File: src/hw/rtl/erf_pkg.sv
// ----------------------------------------------------------------------------
// erf_pkg: shared types, constants and helpers for the erf/r series block
// Request structs for the shared multiplier and the small-divisor divider,
// configuration register indexes and saturating fixed-point helpers.
// ----------------------------------------------------------------------------
`default_nettype none

package erf_pkg;

	// Default configuration of the series engine
	localparam int MAX_TERMS_DEF = 32;
	localparam int FRAC_BITS_DEF = 40;

	// Quotient bits resolved per divider cycle, and cycles per 64-bit divide
	localparam int DIV_STEP   = 8;
	localparam int DIV_CYCLES = 64 / DIV_STEP;

	localparam logic signed [63:0] S64_MAX = {1'b0, {63{1'b1}}};
	localparam logic signed [63:0] S64_MIN = {1'b1, {63{1'b0}}};

	// Configuration register indexes
	typedef enum logic [1:0] {
		CFG_ALPHA_SQ       = 2'd0,
		CFG_VALUE_SCALE    = 2'd1,
		CFG_DERIV_SCALE    = 2'd2,
		CFG_STOP_THRESHOLD = 2'd3
	} cfg_idx_t;

	// Multiply request: magnitudes, optional fraction shift, result sign
	typedef struct packed {
		logic        start;
		logic [63:0] a;
		logic [63:0] b;
		logic        frac;
		logic        neg;
	} mul_req_t;

	// Divide request: magnitude of the dividend and its sign
	typedef struct packed {
		logic        start;
		logic [63:0] mag;
		logic        neg;
	} div_req_t;

	// Magnitude of a signed word; the most negative value maps to 2^63
	function automatic logic [63:0] mag_of(input logic signed [63:0] v);
		logic [63:0] u;
		u = v;
		return v[63] ? (~u + 64'd1) : u;
	endfunction

	// Add with saturation to the signed 64-bit range
	function automatic logic signed [63:0] sat_add(input logic signed [63:0] a,
		input logic signed [63:0] b);
		logic signed [64:0] s;
		s = {a[63], a} + {b[63], b};
		if (s[64] != s[63]) begin
			return s[64] ? S64_MIN : S64_MAX;
		end
		return s[63:0];
	endfunction

	// Negate with saturation
	function automatic logic signed [63:0] neg_sat(input logic signed [63:0] v);
		return (v == S64_MIN) ? S64_MAX : -v;
	endfunction

endpackage

`default_nettype wire

File: src/hw/rtl/erf_mul.sv
// ----------------------------------------------------------------------------
// erf_mul: shared iterative 64x64 multiplier
// Builds the 128-bit product of two magnitudes from four 32x32 partial
// products, one per cycle, then shifts out the fraction if requested and saturates.
// ----------------------------------------------------------------------------
`default_nettype none

module erf_mul
	import erf_pkg::*;
#(
	parameter int FRAC_BITS = FRAC_BITS_DEF
) (
	input  wire logic               clk,
	input  wire logic               arst_n,
	input  wire mul_req_t           req,
	output logic signed [63:0]      res,
	output logic                    done
);

	logic [63:0]  a_q, b_q;
	logic         frac_q, neg_q;
	logic [1:0]   idx_q;
	logic         issue_q;
	logic [63:0]  pp_s1;
	logic [1:0]   sh_s1;
	logic         ppv_s1, last_s1;
	logic [127:0] acc_q;
	logic         fin_q;
	logic signed [63:0] res_q;
	logic         done_q;

	logic [31:0]  a_part, b_part;
	logic [127:0] pp_wide;
	logic [127:0] shifted;
	logic         hi_nz;

	// Select the operand halves for this partial product
	assign a_part = idx_q[1] ? a_q[63:32] : a_q[31:0];
	assign b_part = idx_q[0] ? b_q[63:32] : b_q[31:0];

	// Align the registered partial product
	always_comb begin
		case (sh_s1)
			2'd0:    pp_wide = {64'd0, pp_s1};
			2'd1:    pp_wide = {32'd0, pp_s1, 32'd0};
			2'd2:    pp_wide = {pp_s1, 64'd0};
			default: pp_wide = '0;
		endcase
	end

	// Drop the fraction bits and check for overflow of the signed range
	assign shifted = frac_q ? (acc_q >> FRAC_BITS) : acc_q;
	assign hi_nz   = |shifted[127:63];

	// Operand capture and partial product issue
	always_ff @(posedge clk or negedge arst_n) begin
		if (!arst_n) begin
			issue_q <= 1'b0;
			idx_q   <= '0;
			ppv_s1  <= 1'b0;
			last_s1 <= 1'b0;
		end else begin
			ppv_s1  <= issue_q;
			last_s1 <= issue_q && (idx_q == 2'd3);
			if (req.start) begin
				issue_q <= 1'b1;
				idx_q   <= '0;
			end else if (issue_q) begin
				idx_q <= idx_q + 2'd1;
				if (idx_q == 2'd3) begin
					issue_q <= 1'b0;
				end
			end
		end
	end

	always_ff @(posedge clk) begin
		if (req.start) begin
			a_q    <= req.a;
			b_q    <= req.b;
			frac_q <= req.frac;
			neg_q  <= req.neg;
		end
		pp_s1 <= a_part * b_part;
		sh_s1 <= {1'b0, idx_q[1]} + {1'b0, idx_q[0]};
	end

	// Accumulate partial products, then saturate into the result
	always_ff @(posedge clk or negedge arst_n) begin
		if (!arst_n) begin
			fin_q  <= 1'b0;
			done_q <= 1'b0;
		end else begin
			fin_q  <= ppv_s1 && last_s1;
			done_q <= fin_q;
		end
	end

	always_ff @(posedge clk) begin
		if (req.start) begin
			acc_q <= '0;
		end else if (ppv_s1) begin
			acc_q <= acc_q + pp_wide;
		end
		if (fin_q) begin
			if (neg_q) begin
				res_q <= hi_nz ? S64_MIN : -$signed(shifted[63:0]);
			end else begin
				res_q <= hi_nz ? S64_MAX : $signed(shifted[63:0]);
			end
		end
	end

	assign res  = res_q;
	assign done = done_q;

endmodule

`default_nettype wire

File: config.mk
export PLATFORM = sky130hd
export DESIGN_NAME = erf_mul
export DESIGN_NICKNAME = d
export VERILOG_FILES = /design/src/hw/rtl/erf_pkg.sv /design/src/hw/rtl/erf_mul.sv
export SDC_FILE = /design/constraint.sdc
export NUM_CORES = 2
export LEC_CHECK = 0
export ABC_CLOCK_PERIOD_IN_PS = 8300
export BUFFER_PORTS_ARGS = -buffer_cell sky130_fd_sc_hd__buf_2
export CORE_UTILIZATION = 45
export DETAILED_ROUTE_END_ITERATION = 8
export HOLD_SLACK_MARGIN = 0.12
export MAX_ROUTING_LAYER = met4
export PLACE_DENSITY_LB_ADDON = 0.05
export SYNTH_ARGS = -nofsm -noshare
export SYNTH_HDL_FRONTEND = slang
export SYNTH_SLANG_ARGS = --single-unit
File: constraint.sdc
create_clock -name clk -period 8.3 [get_ports clk]
set_input_delay 0.83 -clock clk [delete_from_list [all_inputs] [get_ports clk]]
set_output_delay 0.83 -clock clk [all_outputs]
set_load 0.005 [all_outputs]
==> Word-level counts from Yosys, hierarchy flattened <==
Cells that the tools add are included.
{ "op_classes": {"add_sub_neg": 4, "multipliers": 1, "eq_ne": 3, "mux": 12, "n_reduce_logical": 5} }
{ "op_table": {"columns": ["operator", "count"], "rows": [
  ["$pmux W128 S3", 1],
  ["$mux W64", 3],
  ["$add A128 B128 Y128", 1],
  ["$mux W128", 1],
  ["$reduce_or A65 Y1", 1],
  ["$mul A32 B32 Y64", 1],
  ["$mux W32", 2],
  ["$neg A64 Y64", 1],
  ["$eq A2 B2 Y1 const B", 2],
  ["$mux W2", 2],
  ["$mux W1", 3],
  ["$add A1 B1 Y2", 1],
  ["$add A2 B1 Y2 const B", 1],
  ["$eq A2 B1 Y1 const B", 1],
  ["$logic_and A1 B1 Y1", 2],
  ["$logic_not A2 Y1", 1],
  ["$reduce_bool A2 Y1", 1]
]} }
{ "word_totals": {"reg_bits": 395, "wordCells": 39} }

==> Longest topological paths before layout <==
{ "depth": {"ltp_word": 4, "mapped_depth": 35} }

==> Least setup slack after synthesis <==
OpenSTA, ideal clock, no wires.
{ "synth_path": {"path_kind": "flip-flop to flip-flop", "start": "register idx_q[0]", "end": "register pp_s1[59]", "setup_time_ps": 131, "arrival_time_ps": 8739, "slack_ps": -570, "path_stages_with_launch": 30, "path_buffers": 4, "path_cell_list": "dfrtp_1 clkbuf_1 buf_1 clkbuf_1 mux2i_1 clkbuf_1 nor2_1 fa_1 fa_1 inv_1 fa_1 fa_1 fa_1 inv_1 fa_1 fa_1 fa_1 ha_1 a21o_1 a21o_1 a21o_1 a211oi_1 o21ai_0 a31oi_1 o21ai_1 a211oi_1 a21oi_1 o31ai_1 o31ai_1 xor2_1"} }
{ "synth_between": {"elab_chain_cells": 2} }
{ "synth_lines": {"columns": ["element", "line", "text"], "rows": [
  ["from (decl)", "erf_mul.sv:22", "logic [1:0] idx_q;"],
  ["from (signal assigned)", "erf_mul.sv:69", "idx_q <= idx_q + 2'd1;"],
  ["$mux W32", "erf_mul.sv:39", "assign b_part = idx_q[0] ? b_q[63:32] : b_q[31:0];"],
  ["$mul A32 B32 Y64", "erf_mul.sv:84", "pp_s1 <= a_part * b_part;"],
  ["to (signal assigned)", "erf_mul.sv:84", null],
  ["to (decl)", "erf_mul.sv:24", "logic [63:0] pp_s1;"]
]} }
No other way between the ends.
A chain may end at the register's enable or synchronous reset.

==> Final worst setup path <==
{ "layout_path": {"start": "register idx_q[1]", "end": "register pp_s1[53]"} }
{ "layout_between": {"elab_chain_cells": 2} }
{ "layout_lines": {"columns": ["element", "line", "text"], "rows": [
  ["$mux W32", "erf_mul.sv:38", "assign a_part = idx_q[1] ? a_q[63:32] : a_q[31:0];"],
  ["$mul A32 B32 Y64", "erf_mul.sv:84", null]
]} }
No other way between the ends.

==> impl_metrics.toml <==
[timing]
relSlewSlack_pct = 12.4
holdWs_ps = 317
fin_crit_sh_pct = 99.2
max_slew.worst_pin.slew_ps = 1300
finalSetupViolCount = 0
rsz0062_at_grt = "yes"
fin_skew_ps = 27.6
finalHoldViolCount = 0
min_period_ps = 8230
drv_slew = 0
fmax_mhz = 121

[final_layout]
syn_to_final_growth_pct = 16.4
fin_area_um2 = 66400
drive_gt1_share_pct = 15.9
fill_cells = 11900
final-seq-area_um2 = 9900
multi_input_area_um2 = 43200
fin_nets = 8358

[worst_setup_path]
crit_family = "adder cells"
worst-path-max-fanout = 7
crit_required_ps = 8890
path_common_cell = "fa_1"
reg2reg_depth = 29
critical_path_buf_inv_count = 6
rrSetupSlack_ps = 70
cp-start-kind = "flop"
criticalPathCategory = "flop to flop"
worstPathArrival_ps = 8830
worstSetupEndpointType = "flop"
critical_path_depth = 29
max_stage_delay_ps = 580
crit_slowest_cell = "fa_1"

[route]
detail-route-antenna-nets = 0
drc = 0
drt_wl_total_mm = 219
drt-pass1-iter-count = 6
highest_layer = "met4"
wl_met1_mm = 92.8
num_vias = 47800
route.met2.wl_mm = 98.1
vias_per_cell = 5.54
wl_met3_mm = 14.7
wl_per_cell_um = 25.4
drt_iter0_markers = 4113

[die]
die_w_um = 358
boundaryPins = 198
design.die.area_um2 = 128000
initial_core_util_pct = 45.4
die_h_um = 358
core_area_um2 = 126000
rows = 130

[placed_design]
dpl.hpwl_mm = 187
gp_congestion = 1.00
dpl_cell_area_um2 = 63700
io_buffer_count = 197

[clocking]
clk_latency_ps = 680
cts-root-buf = "clkbuf_16"
cts_tree = "done"
cts.sinks = 395
cts_buffer_depth = 3
htreeDepth = 2
numCtsBuffers = 49
cts.reportedPaths.clkPinSlew_ps = 60

[logic_synthesis]
yosysSeqAreaShare_pct = 17.3
synth_cell_types = 88
avgSynthCellArea_um2 = 8.87
async_reset_ff_share_pct = 1.77
synth_top_area_share_pct = 31.5
synth-edff-count = 194
syn_nets = 7860
synth_area_um2 = 57100
synthFlopType = "edfxtp_1"
synth_seq_cells = 395
synth.area.top_cells = "fa_1 31%, edfxtp_1 10%, ha_1 8.6%"
yosys_warnings = 0
syn_inst = 6438
synth_top_cell_by_area = "fa_1"

[status]
status = "finished, final reports clean"

[grt]
grt_pass1_vias = 48300
antenna_found_initial = 5
grt_max_degree = 118
grt_pass1_wl_mm = 319
grt_usage_pct = 35.3
gr-total-overflow = 0

[min_path]
min_path_type = "input pin to flop"
hold_depth = 1

[flow_run]
cap_violations = 0
## worst paths after layout
| check | endpoint | from |
|---|---|---|
| worst max-delay path | pp_s1[53] | idx_q[1] |
| worst min-delay path | a_q[14] | req[80] |
| worst max register to register | pp_s1[53] | idx_q[1] |
| worst min register to register | done | fin_q |
| max in group asynchronous | idx_q[0] | arst_n |
| min in group asynchronous | fin_q | arst_n |
## sequential cells by signal, indices dropped and copies added, names as in the netlist, 2 cells and up
| register | count |
|---|---|
| acc_q | 128 |
| a_q | 64 |
| b_q | 64 |
| pp_s1 | 64 |
| res | 64 |
| idx_q | 2 |
| sh_s1 | 2 |
## logic make-up (layout without fill, tap and decap cells)
logic type	after synthesis	count (layout)	share of synthesized area (%)
other	0	6	0
AND/OR/NAND/NOR	2027	2027	15.2
flip-flops	395	395	17.3
AO/OA/AOI/OAI	963	963	10.6
buffers and inverters	1263	1801	8.40
adder cells (fa/ha/maj)	1289	1289	40.1
XOR/XNOR	215	215	3.30
multiplexers	286	286	5.20
## cells in the mapped netlist (9+ instances only)
cell type    n
nand4_1     66
dfxtp_1    194
inv_1      938
mux2_2      70
or2_2       15
nand3_1     50
o21a_1      21
a31o_2       9
buf_2       21
a211oi_1    20
xnor2_1    137
buf_1       21
o21ai_0    213
nor2_1     843
nand2_1    745
xor2_1      78
a21o_1     122
and3_1      22
or3_1       12
and2_1      88
a21boi_0    10
edfxtp_1   194
a22oi_1     12
o31ai_1     24
o41ai_1     11
nand2b_1    33
fa_1       897
o21bai_1    54
nor3_1      72
nor4_1      17
a31oi_1     18
clkbuf_1   278
ha_1       392
a32oi_1     11
mux2i_1    213
nor2b_1     22
a21oi_1    322
o21ai_1     18
a22o_1      36
## worst register-to-register path: cells and delay by family, from the launching register on
family	cells	cell delay, ps
compound gates	10	1780
simple gates	2	380
fa+ha+maj	9	4340
mux	1	240
flops	1	550
buf+inv	6	750
xor+xnor	1	130
## cell usage in the layout, fill, tap and decap left out, types with 36 or more instances in the layout
master / Yosys / final
inv_1: 938 / 937
fa_1: 897 / 877
nor2_1: 843 / 815
nand2_1: 745 / 745
buf_4: 1 / 495
ha_1: 392 / 386
a21oi_1: 322 / 314
o21ai_0: 213 / 206
buf_2: 21 / 196
edfxtp_1: 194 / 194
dfxtp_1: 194 / 192
mux2i_1: 213 / 161
xnor2_1: 137 / 137
a21o_1: 122 / 122
and2_1: 88 / 88
xor2_1: 78 / 78
nor3_1: 72 / 70
nand4_1: 66 / 66
mux2_2: 70 / 55
o21bai_1: 54 / 53
nand3_1: 50 / 50
clkbuf_16: 0 / 50
buf_12: 0 / 44
mux2i_2: 2 / 36
a22o_1: 36 / 36
## stage by stage
stage                     setup WS [ps]  TNS (ps)  instances  utilization (%)
after floorplan                    7.87         0       6438                -
after global routing               -145      -631       8629             52.8
final                              66.0         0       8632             52.8
after CTS                          6.70         0       8601             52.1
after detailed placement           -322     -2020       8502             50.7
after global placement             -354     -2180       8502             50.7
## layout make-up
type	count	area share, %
antenna	6	0.0226
sequential	395	14.9
timing repair buffer	771	9.08
clock buffer	60	1.95
clock inverter	31	0.612
multi-input combinational	4780	65.0
inverter	939	5.31
tap	1650	3.11
## layer usage
layer	GRT usage [%]	up-vias
met2	54.3	1903
met4	17.3	0
li1	-	21700
met1	45.6	23700
met3	4.97	449
met5	-	-
## timing repair
| action | 4_1_cts | 5_1_grt |
|---|---|---|
| hold buffers | 1 | 0 |
| pin swaps | 0 | 48 |
| endpoints found under the hold margin | 7 | 0 |
| resized for setup | 7 | 163 |
| cloned | 0 | 2 |
| endpoints found under the setup margin | 12 | 20 |
| buffers inserted | 7 | 23 |
Power is not shown: default switching activity piles up to over one toggle a cycle in this logic, so the estimate is an artifact.
