**config.mk**
```make
export PLATFORM = sky130hd
export DESIGN_NAME = erf_div
export DESIGN_NICKNAME = d
export VERILOG_FILES = /design/src/hw/rtl/erf_pkg.sv /design/src/hw/rtl/erf_div.sv
export SDC_FILE = /design/constraint.sdc
export NUM_CORES = 1
export LEC_CHECK = 0
export ABC_AREA = 1
export BUFFER_PORTS_ARGS = -buffer_cell sky130_fd_sc_hd__buf_2
export CORE_MARGIN = 3
export CORE_UTILIZATION = 52
export CTS_BUF_LIST = sky130_fd_sc_hd__clkbuf_8 sky130_fd_sc_hd__clkbuf_16
export DETAILED_ROUTE_END_ITERATION = 12
export GPL_TIMING_DRIVEN = 0
export PLACE_DENSITY = 0.74
export SYNTH_ARGS = -nofsm -noshare
export SYNTH_HDL_FRONTEND = slang
export SYNTH_SLANG_ARGS = --single-unit
```
**constraint.sdc**
```tcl
create_clock -name clk -period 15.3 [get_ports clk]
set_input_delay 1.53 -clock clk [delete_from_list [all_inputs] [get_ports clk]]
set_output_delay 1.53 -clock clk [all_outputs]
set_load 0.1 [all_outputs]
```
**src/hw/rtl/erf_pkg.sv**
```systemverilog
// ----------------------------------------------------------------------------
// erf_pkg: shared types, constants and helpers for the erf/r series block
// Request structs for the shared multiplier and the small-divisor divider,
// configuration register indexes and saturating fixed-point helpers.
// ----------------------------------------------------------------------------
`default_nettype none

package erf_pkg;

	// Default configuration of the series engine
	localparam int MAX_TERMS_DEF = 32;
	localparam int FRAC_BITS_DEF = 40;

	// Quotient bits resolved per divider cycle, and cycles per 64-bit divide
	localparam int DIV_STEP   = 8;
	localparam int DIV_CYCLES = 64 / DIV_STEP;

	localparam logic signed [63:0] S64_MAX = {1'b0, {63{1'b1}}};
	localparam logic signed [63:0] S64_MIN = {1'b1, {63{1'b0}}};

	// Configuration register indexes
	typedef enum logic [1:0] {
		CFG_ALPHA_SQ       = 2'd0,
		CFG_VALUE_SCALE    = 2'd1,
		CFG_DERIV_SCALE    = 2'd2,
		CFG_STOP_THRESHOLD = 2'd3
	} cfg_idx_t;

	// Multiply request: magnitudes, optional fraction shift, result sign
	typedef struct packed {
		logic        start;
		logic [63:0] a;
		logic [63:0] b;
		logic        frac;
		logic        neg;
	} mul_req_t;

	// Divide request: magnitude of the dividend and its sign
	typedef struct packed {
		logic        start;
		logic [63:0] mag;
		logic        neg;
	} div_req_t;

	// Magnitude of a signed word; the most negative value maps to 2^63
	function automatic logic [63:0] mag_of(input logic signed [63:0] v);
		logic [63:0] u;
		u = v;
		return v[63] ? (~u + 64'd1) : u;
	endfunction

	// Add with saturation to the signed 64-bit range
	function automatic logic signed [63:0] sat_add(input logic signed [63:0] a,
		input logic signed [63:0] b);
		logic signed [64:0] s;
		s = {a[63], a} + {b[63], b};
		if (s[64] != s[63]) begin
			return s[64] ? S64_MIN : S64_MAX;
		end
		return s[63:0];
	endfunction

	// Negate with saturation
	function automatic logic signed [63:0] neg_sat(input logic signed [63:0] v);
		return (v == S64_MIN) ? S64_MAX : -v;
	endfunction

endpackage

`default_nettype wire

```
**src/hw/rtl/erf_div.sv**
```systemverilog
// ----------------------------------------------------------------------------
// erf_div: iterative divider for small integer divisors
// Divides a 64-bit magnitude by a narrow divisor, a group of quotient bits
// per cycle by restoring steps, and restores the sign of the dividend.
// ----------------------------------------------------------------------------
`default_nettype none

module erf_div
	import erf_pkg::*;
#(
	parameter int KW = 7
) (
	input  wire logic               clk,
	input  wire logic               arst_n,
	input  wire div_req_t           req,
	input  wire logic [KW-1:0]      k,
	output logic signed [63:0]      res,
	output logic                    done
);

	localparam int CW = $clog2(DIV_CYCLES);

	logic [63:0]   dvd_q, quo_q;
	logic [KW:0]   rem_q;
	logic [KW-1:0] k_q;
	logic          neg_q;
	logic          busy_q;
	logic [CW-1:0] cnt_q;
	logic signed [63:0] res_q;
	logic          done_q;

	logic [63:0]   dvd_nxt, quo_nxt;
	logic [KW:0]   rem_nxt;

	// Resolve one group of quotient bits
	always_comb begin
		rem_nxt = rem_q;
		dvd_nxt = dvd_q;
		quo_nxt = quo_q;
		for (int i = 0; i < DIV_STEP; i++) begin
			rem_nxt = {rem_nxt[KW-1:0], dvd_nxt[63]};
			dvd_nxt = {dvd_nxt[62:0], 1'b0};
			if (rem_nxt >= {1'b0, k_q}) begin
				rem_nxt = rem_nxt - {1'b0, k_q};
				quo_nxt = {quo_nxt[62:0], 1'b1};
			end else begin
				quo_nxt = {quo_nxt[62:0], 1'b0};
			end
		end
	end

	// Step control
	always_ff @(posedge clk or negedge arst_n) begin
		if (!arst_n) begin
			busy_q <= 1'b0;
			cnt_q  <= '0;
			done_q <= 1'b0;
		end else begin
			done_q <= 1'b0;
			if (req.start) begin
				busy_q <= 1'b1;
				cnt_q  <= '0;
			end else if (busy_q) begin
				cnt_q <= cnt_q + CW'(1);
				if (cnt_q == CW'(DIV_CYCLES - 1)) begin
					busy_q <= 1'b0;
					done_q <= 1'b1;
				end
			end
		end
	end

	// Hold dividend, remainder and quotient
	always_ff @(posedge clk) begin
		if (req.start) begin
			dvd_q <= req.mag;
			quo_q <= '0;
			rem_q <= '0;
			k_q   <= k;
			neg_q <= req.neg;
		end else if (busy_q) begin
			dvd_q <= dvd_nxt;
			quo_q <= quo_nxt;
			rem_q <= rem_nxt;
			if (cnt_q == CW'(DIV_CYCLES - 1)) begin
				res_q <= neg_q ? -$signed(quo_nxt) : $signed(quo_nxt);
			end
		end
	end

	assign res  = res_q;
	assign done = done_q;

endmodule

`default_nettype wire

```
== Word level (Yosys, flattened, before mapping) ==
Index checks and enable logic that the tools add are counted.

* Flip-flop bits (word level): 204
* Word-level logic and storage cells: 58

* $add $sub $neg: 10
* Magnitude comparators: 8
* Equal/unequal tests: 1
* Muxes and demuxes: 27
* Bitwise operators: 1
* Reductions and logical operators: 2

{| class="wikitable"
|+ Operators with widths
! cell !! count
|-
| two-way mux 64 bit || 3
|-
| greater-or-equal comparator 8 x 7 -> 1 bit || 8
|-
| negator 64 bit || 1
|-
| two-way mux 7 bit || 8
|-
| subtractor 7 bit || 8
|-
| two-way mux 1 bit || 14
|-
| two-way mux 3 bit || 2
|-
| adder 3 x 1 -> 3 bit (second input constant) || 1
|-
| == test 3 bit (second input constant) || 1
|-
| AND reduction 3 bit || 1
|-
| nonzero test 2 bit || 1
|-
| NOT 1 bit || 1
|}

== Logic depth before layout (Yosys ltp) ==
Gate-level depths: netlist of the first run.

* Depth in word-level cells: 18
* Mapped depth: 106
* Mapped depth without buffers: 101

== Worst setup path before layout of the first run ==
No wires, ideal clock.

* Path kind: flip-flop to flip-flop
* Start: reg k_q[1]
* End: reg res_q[30] (netlist: res[30]), data pin
* Arrival: 14.791 ns
* Data required time: 15.038 ns
* Path slack: 0.247 ns
* Stages on the path, launching flop included: 100
* Path buffers: 6
* Period minus slack after synthesis: 15.053 ns
* Path through: edfxtp_1 -> inv_1 -> fa_1 -> nand2_1 -> nand2_1 -> nand2_2 -> nand2_1 -> nand2_2 -> nand2_4 -> buf_6 -> nand2_1 -> nand2_1 -> ha_1 -> buf_6 -> nand2_1 -> nor2_1 -> nand2_1 -> nand3_2 -> (+64 left out) -> nor2_1 -> nor2_1 -> nor2_1 -> nor2_1 -> nor2_1 -> o21a_1 -> nand3_4 -> buf_4 -> inv_2 -> ha_1 -> nand3_2 -> nor2_4 -> nand2_1 -> inv_2 -> nand2_1 -> o21ai_2 -> o21ai_1 -> xor2_1

* Longest elaborated chain between the ends: 18
* Elaborated cells between the ends (all ways): 32
* Those cells by class: add/sub (8); order compare (8); mux (16)

{| class="wikitable"
|+ RTL lines
! what !! line !! text
|-
| start, declared || erf_div.sv:25 || <nowiki>logic [KW-1:0] k_q;</nowiki>
|-
| start signal, assigned || erf_div.sv:79 || <nowiki>k_q <= k;</nowiki>
|-
| subtractor 7 bit / greater-or-equal comparator 8 x 7 -> 1 bit (equally long branches) || erf_div.sv:44, erf_div.sv:43 ||
|-
| two-way mux 7 bit || erf_div.sv:43 || <nowiki>if (rem_nxt >= {1'b0, k_q}) begin</nowiki>
|-
| subtractor 7 bit / greater-or-equal comparator 8 x 7 -> 1 bit (equally long branches) || erf_div.sv:44, erf_div.sv:43 ||
|-
| two-way mux 7 bit || erf_div.sv:43 ||
|-
| subtractor 7 bit / greater-or-equal comparator 8 x 7 -> 1 bit (equally long branches) || erf_div.sv:44, erf_div.sv:43 ||
|-
| two-way mux 7 bit || erf_div.sv:43 ||
|-
| subtractor 7 bit / greater-or-equal comparator 8 x 7 -> 1 bit (equally long branches) || erf_div.sv:44, erf_div.sv:43 ||
|-
| two-way mux 7 bit || erf_div.sv:43 ||
|-
| (+3 left out) || n/a ||
|-
| two-way mux 7 bit || erf_div.sv:43 ||
|-
| greater-or-equal comparator 8 x 7 -> 1 bit / subtractor 7 bit (equally long branches) || erf_div.sv:43, erf_div.sv:44 ||
|-
| two-way mux 7 bit || erf_div.sv:43 ||
|-
| greater-or-equal comparator 8 x 7 -> 1 bit (*) || erf_div.sv:43 ||
|-
| two-way mux 1 bit (*) || erf_div.sv:43 ||
|-
| net quo_nxt[0] || erf_div.sv:32 || <nowiki>logic [63:0] dvd_nxt, quo_nxt;</nowiki>
|-
| negator 64 bit (*) || erf_div.sv:86 || <nowiki>res_q <= neg_q ? -$signed(quo_nxt) : $signed(quo_nxt);</nowiki>
|-
| two-way mux 64 bit (*) || erf_div.sv:86 ||
|-
| end signal, assigned || erf_div.sv:86 ||
|-
| end, declared || erf_div.sv:29 || <nowiki>logic signed [63:0] res_q;</nowiki>
|}

Mark *: on every way through the listed nets, which the timed path passes. The rest lies on a longest branch.
A chain may end at the register's enable or synchronous reset.

== Worst setup path in the final report of the first run ==
* Start: reg dvd_q[63]
* End: reg res_q[54] (netlist: res[54]), data pin

* Longest elaborated chain between the ends: 18
* Elaborated cells between the ends (all ways): 32
* Those cells by class: add/sub (8); order compare (8); mux (16)

{| class="wikitable"
|+ RTL lines
! what !! line !! text
|-
| start, declared || erf_div.sv:23 || <nowiki>logic [63:0] dvd_q, quo_q;</nowiki>
|-
| start signal, assigned || erf_div.sv:76 || <nowiki>dvd_q <= req.mag;</nowiki>
|-
| start signal, assigned || erf_div.sv:82 || <nowiki>dvd_q <= dvd_nxt;</nowiki>
|-
| subtractor 7 bit / greater-or-equal comparator 8 x 7 -> 1 bit (equally long branches) || erf_div.sv:44, erf_div.sv:43 ||
|-
| two-way mux 7 bit || erf_div.sv:43 ||
|-
| subtractor 7 bit / greater-or-equal comparator 8 x 7 -> 1 bit (equally long branches) || erf_div.sv:44, erf_div.sv:43 ||
|-
| two-way mux 7 bit || erf_div.sv:43 ||
|-
| subtractor 7 bit / greater-or-equal comparator 8 x 7 -> 1 bit (equally long branches) || erf_div.sv:44, erf_div.sv:43 ||
|-
| two-way mux 7 bit || erf_div.sv:43 ||
|-
| subtractor 7 bit / greater-or-equal comparator 8 x 7 -> 1 bit (equally long branches) || erf_div.sv:44, erf_div.sv:43 ||
|-
| two-way mux 7 bit || erf_div.sv:43 ||
|-
| (+2 left out) || n/a ||
|-
| subtractor 7 bit / greater-or-equal comparator 8 x 7 -> 1 bit (equally long branches) || erf_div.sv:44, erf_div.sv:43 ||
|-
| two-way mux 7 bit || erf_div.sv:43 ||
|-
| subtractor 7 bit / greater-or-equal comparator 8 x 7 -> 1 bit (equally long branches) || erf_div.sv:44, erf_div.sv:43 ||
|-
| two-way mux 7 bit || erf_div.sv:43 ||
|-
| greater-or-equal comparator 8 x 7 -> 1 bit || erf_div.sv:43 ||
|-
| two-way mux 1 bit || erf_div.sv:43 ||
|-
| negator 64 bit (*) || erf_div.sv:86 ||
|-
| two-way mux 64 bit (*) || erf_div.sv:86 ||
|}

Every way passes the cells marked *; elsewhere a longest branch is shown, timed or not.

==> results of run 1 <==
==> metrics by stage <==
| stage | TNS (ns) | util (%) | cells | hold WS, ns | cell area (µm²) |
|---|---|---|---|---|---|
| after global placement | -120.57 | 58.6 | 1955 | 0.482 | 13500 |
| after CTS | 0 | 63.2 | 2020 | 0.511 | 14600 |
| after detailed placement | -134.27 | 58.8 | 1957 | 0.490 | 13600 |
| final | 0 | 65.2 | 2054 | 0.504 | 15000 |
| after global routing | -1.35 | 65.1 | 2053 | 0.529 | 15000 |
| after floorplan | 0 | - | 1503 | 0.453 | 12400 |
==> layout by cell type (no fill, tap or decap), types with 8 or more instances in the layout <==
cell type   count
nand2_1       393
inv_1         208
buf_2         140
edfxtp_1      136
nor2_1        103
xor2_1         74
nand3_1        68
dfxtp_1        63
buf_4          57
o22ai_1        55
ha_1           51
o21ai_0        38
a21oi_1        30
clkbuf_1       30
nand4_1        25
nor4_1         24
nor3_1         23
clkbuf_16      23
o21ai_1        15
nand2_2        14
xnor2_1        13
o21ai_2        11
nand3_4         9
clkinvlp_4      9
a21oi_2         8
nand3_2         8
==> worst max-delay path by stage <==
stage / from / end / slack [ns] / depth (start not counted)
global route: dvd_q[63] / res[30] / -0.17 / 102
global placement: k_q[1] / res[56] / -2.59 / 97
finish: dvd_q[63] / res[54] / 0.69 / 101
detailed placement: k_q[1] / res[56] / -2.79 / 97
floorplan: k_q[1] / res[30] / 0.25 / 99
CTS: dvd_q[63] / res[30] / 0.007 / 104
==> kinds of logic after synthesis <==
family          Yosys count  synth area share (%)
fa+ha+maj                67                  7.23
xor+xnor                 87                  6.14
compound gates          190                  9.23
flops                   204                  44.0
simple gates            695                  25.2
buf+inv                 260                  8.11
==> area by class of cell <==
type / instances / area share, %
Tap cell: 313 / 2.61
Buffer: 40 / 1.31
Timing Repair Buffer: 198 / 7.82
Clock buffer: 23 / 3.83
Sequential cell: 204 / 36.4
Antenna cell: 1 / 0.0167
Inverter: 219 / 5.71
Clock inverter: 17 / 0.875
Multi-Input combinational cell: 1039 / 41.4
==> routing by layer <==
| metal | up-vias | GRT usage (%) | part of all wire (%) |
|---|---|---|---|
| met5 | - | 0 | 0.081 |
| met4 | 6 | 10.3 | 4.1 |
| met3 | 98 | 4.80 | 7.8 |
| met2 | 470 | 44.4 | 47 |
| met1 | 5097 | 34.4 | 41 |
| li1 | 5446 | - | - |
==> sequential cells by signal, indices dropped and copies added (netlist names) <==
register  cells
done          1
k_q           7
quo_q        56
busy_q        1
res          64
neg_q         1
dvd_q        64
cnt_q         3
rem_q         7
==> critical path, delay by kind of cell (launching register included) <==
family,cells,cell delay (ns)
AOI/OAI and AO/OA,25,3.47
xor gates and xnor gates,1,0.20
adders and majority gates,10,3.20
buffers and inverters,22,2.60
DFF,1,0.44
and+or+nand+nor,43,4.41
==> timing repair <==
item / 4_1_cts / 5_1_grt
endpoints found under the setup margin: 72 / 72
setup buffers: 23 / 34
pin swaps: 16 / 28
gates resized for setup: 45 / 49
==> key figures, run 1 <==
Run status
  • Status: finished, final reports clean

Worst setup path
  • Worst-path fanout max: 10
  • R2R Setup Slk: 0.69 ns
  • Cell mode on critical path: nand2_1
  • Startpoint class of the critical path: register
  • Worst r2r path cells: 101
  • Worst reg2reg startpoint: dvd_q[63]
  • Setup crit end kind: register
  • Kind of critical path: reg -> reg
  • Critical Path AT: 14.83 ns
  • Delay of the slowest cell on the worst path: 0.44 ns
  • CP required: 15.52 ns
  • Slowest CP cell: edfxtp_1
  • RR Endpoint: res[54]

GRT
  • First-pass GRT wire length: 54800 µm
  • Pin count of the biggest net entering global routing: 65
  • Vias in the first global route: 10500
  • GRT Total Usage: 26.6%
  • Grt ovf: 0
  • Antenna violations before repair: 3

STA
  • Worst Skew: 0.00971 ns
  • Final Hold Viols: 0
  • Max Slew Vio Count: 0
  • Tmin final: 14.61 ns
  • Worst slew margin: 33.2%
  • Final setup violating endpoints: 0
  • Worst-margin pin slew: 0.992 ns
  • Fmax: 68.5 MHz
  • Final period util: 95.5%
  • Post-route setup slack: 0.691 ns

Final layout
  • Share of cells above drive strength 1: 20.1%
  • Nets: 1866
  • Fillers: 1959
  • Footprint of the multi-input gates: 6220 µm²
  • Synth-to-layout area growth: 20.9%
  • FF/Latch Area: 5470 µm²

Logic synthesis
  • Syn avg cell area: 8.26 µm²
  • Synth cell count leaders: nand2_1 (398), inv_1 (215), edfxtp_1 (136), nor2_1 (107), xor2_1 (74)
  • Top_reg_cell synth: edfxtp_1
  • Cell taking the most area after synthesis: edfxtp_1
  • Synth Register Bits: 204
  • Post-synth ARST share: 2.45%
  • Top cells by area, synth: edfxtp_1 (33%), nand2_1 (12%), dfxtp_1 (10%)
  • Post-Syn Area: 12400 µm²
  • Cell variety after synth: 56
  • Syn nets: 1645
  • EDFF count, synth: 136
  • Seq/Total Area, Yosys: 44.0%
  • Post-Synthesis Cells: 1503
  • Top-count cell post-synth: nand2_1
  • Share of the synthesized area in the top cell type: 32.9%
  • Synth warn: 0

Floorplan
  • Die Span Y: 161 µm
  • Full die area: 25800 µm²
  • Die width: 161 µm
  • Core area: 23100 µm²
  • Row cnt: 55
  • Top-Level Pins: 140
  • Initial Utilization: 53.9%

Detailed routing
  • Final ANT Viol Nets: 0
  • Vias/cell: 5.41
  • DRT Pass-1 Iters: 5
  • Detailed-route via count: 11100
  • 1st-iter DRT viols: 824
  • Drt drc: 0
  • Final wirelength: 35600 µm
  • Drt wl/cell: 17.3 µm

CTS
  • Clock root cell: clkbuf_16
  • Clk sink count: 204
  • Htree depth: 1
  • Reg clk slew, reported paths: 0.06 ns
  • Longest Clk Path Bufs: 3
  • TritonCTS buffer count: 22
  • Clock Latency Late Sink: 0.51 ns
  • CTS tree: yes
  • Post-CTS Hold Fix Bufs: 0

Placed design
  • Port Buffers: 139
  • GPL Wtd Cong: 0.972
  • Detail Placement HPWL: 26400 µm
  • Pre-CTS setup slack: -2.79 ns

Worst hold path
  • Hold Path Depth: 2
  • Worst hold path class: reg -> reg
  • Hold path startpoint: quo_q[55]
  • Hold EP: quo_q[55]

Run
  • Max_cap viols: 0
Power of run 1 is not shown: default switching activity piles up to over one toggle a cycle in this logic, so the estimate is an artifact.
==> run 2: changes to the inputs <==
--- a/config.mk
+++ b/config.mk
@@ -12,7 +12,8 @@
 export CTS_BUF_LIST = sky130_fd_sc_hd__clkbuf_8 sky130_fd_sc_hd__clkbuf_16
 export DETAILED_ROUTE_END_ITERATION = 12
 export GPL_TIMING_DRIVEN = 0
-export PLACE_DENSITY = 0.74
+export PLACE_DENSITY = 0.71
 export SYNTH_ARGS = -nofsm -noshare
 export SYNTH_HDL_FRONTEND = slang
 export SYNTH_SLANG_ARGS = --single-unit
+export TNS_END_PERCENT = 10
==> constraint.sdc (replaced) <==
create_clock -name clk -period 18.9 [get_ports clk]
set_input_delay 1.89 -clock clk [delete_from_list [all_inputs] [get_ports clk]]
set_output_delay 1.89 -clock clk [all_outputs]
set_load 0.1 [all_outputs]
==> key figures, run 2 (synthesis results as in run 1) <==
Worst setup path
  • Startpoint class of the critical path: register
  • Cell mode on critical path: nand2_1
  • Worst-path fanout max: 10 (unchanged)
  • Critical path's top delay family: compound AO/OA/AOI/OAI gates
  • Setup crit end kind: register
  • Critical Path AT: 17.65 ns (+2.82 ns)
  • Delay of the slowest cell on the worst path: 0.46 ns (+0.02 ns)
  • CP bufs+invs: 23 (+4.5%)
  • CP required: 19.15 ns (+3.63 ns)
  • Kind of critical path: reg -> reg
  • R2R Setup Slk: 1.50 ns (+0.81 ns)
  • Slowest CP cell: edfxtp_1

GRT
  • Grt ovf: 0 (unchanged)
  • First-pass GRT wire length: 53700 µm (-2.0%)
  • Vias in the first global route: 10300 (-2.1%)
  • Antenna violations before repair: 3 (unchanged)
  • Pin count of the biggest net entering global routing: 47 (-28%)
  • GRT Total Usage: 26.0% (-0.55 points)

Run
  • Max_cap viols: 0 (unchanged)

Placed design
  • Port Buffers: 139 (unchanged)
  • Detail Placement HPWL: 26700 µm (+0.92%)
  • GPL Wtd Cong: 1.01 (+4.0%)

Floorplan
  • Die width: 161 µm (unchanged)
  • Die Span Y: 161 µm (unchanged)
  • Full die area: 25800 µm² (unchanged)
  • Initial Utilization: 53.9% (unchanged)
  • Row cnt: 55 (unchanged)
  • Top-Level Pins: 140 (unchanged)
  • Core area: 23100 µm² (unchanged)

STA
  • Final Hold Viols: 0 (unchanged)
  • Tmin final: 17.40 ns (+2.79 ns)
  • Worst Skew: 0.0243 ns (+0.0146 ns)
  • Fmax: 57.5 MHz (-16%)
  • Worst-margin pin slew: 1.04 ns (+0.0458 ns)
  • Final period util: 92.0% (-3.4 points)
  • Worst slew margin: 30.3% (-3.0 points)
  • Final setup violating endpoints: 0 (unchanged)
  • Max Slew Vio Count: 0 (unchanged)
  • Setup TNS: 0 ns (unchanged)

Detailed routing
  • 1st-iter DRT viols: 814 (-1.2%)
  • Drt wl/cell: 17.1 µm (-1.1%)
  • Vias/cell: 5.39 (-0.39%)
  • Drt drc: 0 (unchanged)
  • DRT Pass-1 Iters: 6 (+1)
  • Final wirelength: 34300 µm (-3.5%)
  • Detailed-route via count: 10800 (-2.8%)
  • Final ANT Viol Nets: 0 (unchanged)

Final layout
  • Share of cells above drive strength 1: 14.4% (-5.6 points)
  • Most common cell after layout, fill and taps aside: nand2_1
  • Finished Core Util: 62.1% (-3.1 points)
  • Most frequent cells in the layout: nand2_1 (398), inv_1 (217), buf_2 (143)
  • Nets: 1818 (-2.6%)
  • Synth-to-layout area growth: 15.3%

CTS
  • Post-CTS Hold Fix Bufs: 0 (unchanged)
  • TritonCTS buffer count: 22 (unchanged)
  • Htree depth: 1 (unchanged)
  • CTS tree: yes
  • Clk sink count: 204 (unchanged)
  • Clock Latency Late Sink: 0.51 ns (about the same)
  • Clock root cell: clkbuf_16
  • Reg clk slew, reported paths: 0.07 ns (about the same)
  • Longest Clk Path Bufs: 3 (unchanged)

Run status
  • Status: finished, final reports clean

Worst hold path
  • Worst hold path class: reg -> reg
==> run 2: area by class of cell <==
| cell class | count | area, µm² |
|---|---|---|
| well taps | 313 | 392 |
| plain buffers | 41 | 189 |
| multi-input cells | 1039 | 5960 |
| clock inverters | 15 | 98.8 |
| fillers | 2110 | 8740 |
| flip-flops and latches | 204 | 5470 |
| clock buffers | 23 | 576 |
| inverters | 219 | 826 |
| diodes | 1 | 2.50 |
| repair buffers | 149 | 803 |
==> run 2: per-layer routing <==
layer | track usage [%] | vias to the layer above | part of all wire [%]
met4 | 7.97 | 6 | 3.1
met3 | 3.25 | 76 | 7.2
met2 | 43.7 | 439 | 47
met5 | 0 | - | 0.11
met1 | 35.3 | 4937 | 43
li1 | - | 5346 | -
==> run 2: tightest hold or removal path, delay by kind of cell, from the launching register on <==
kind / cells / cell delay [ns]
DFF: 1 / 0.31
AOI/OAI and AO/OA: 1 / 0.08
buffers and inverters: 1 / 0.06
==> run 2: what timing repair did <==
action / 4_1_cts / 5_1_grt
setup buffers: 0 / 8
resized for setup: 0 / 6
endpoints found under the setup margin: 0 / 31
==> run 2: worst paths after layout <==
check                           from        end  cells past startpoint
min reg2reg                quo_q[55]  quo_q[55]                      2
max reg2reg                   k_q[1]    res[38]                     99
max in group asynchronous     arst_n   cnt_q[1]                      1
min                        quo_q[55]  quo_q[55]                      2
max                           k_q[1]    res[38]                     99
min in group asynchronous     arst_n       done                      1
==> run 2: through the flow <==
stage / cells / area, µm² / setup slack (ns) / hold slack [ns]
3_5_place_dp: 1957 / 13600 / 0.715 / 0.489
2_1_floorplan: 1503 / 12400 / 3.85 / 0.453
6_report: 2004 / 14300 / 1.50 / 0.502
5_1_grt: 2003 / 14300 / -0.00949 / 0.528
4_1_cts: 1995 / 14200 / 0.647 / 0.499
3_3_place_gp: 1955 / 13500 / 0.907 / 0.481
Power of run 2 is left out for the same reason.
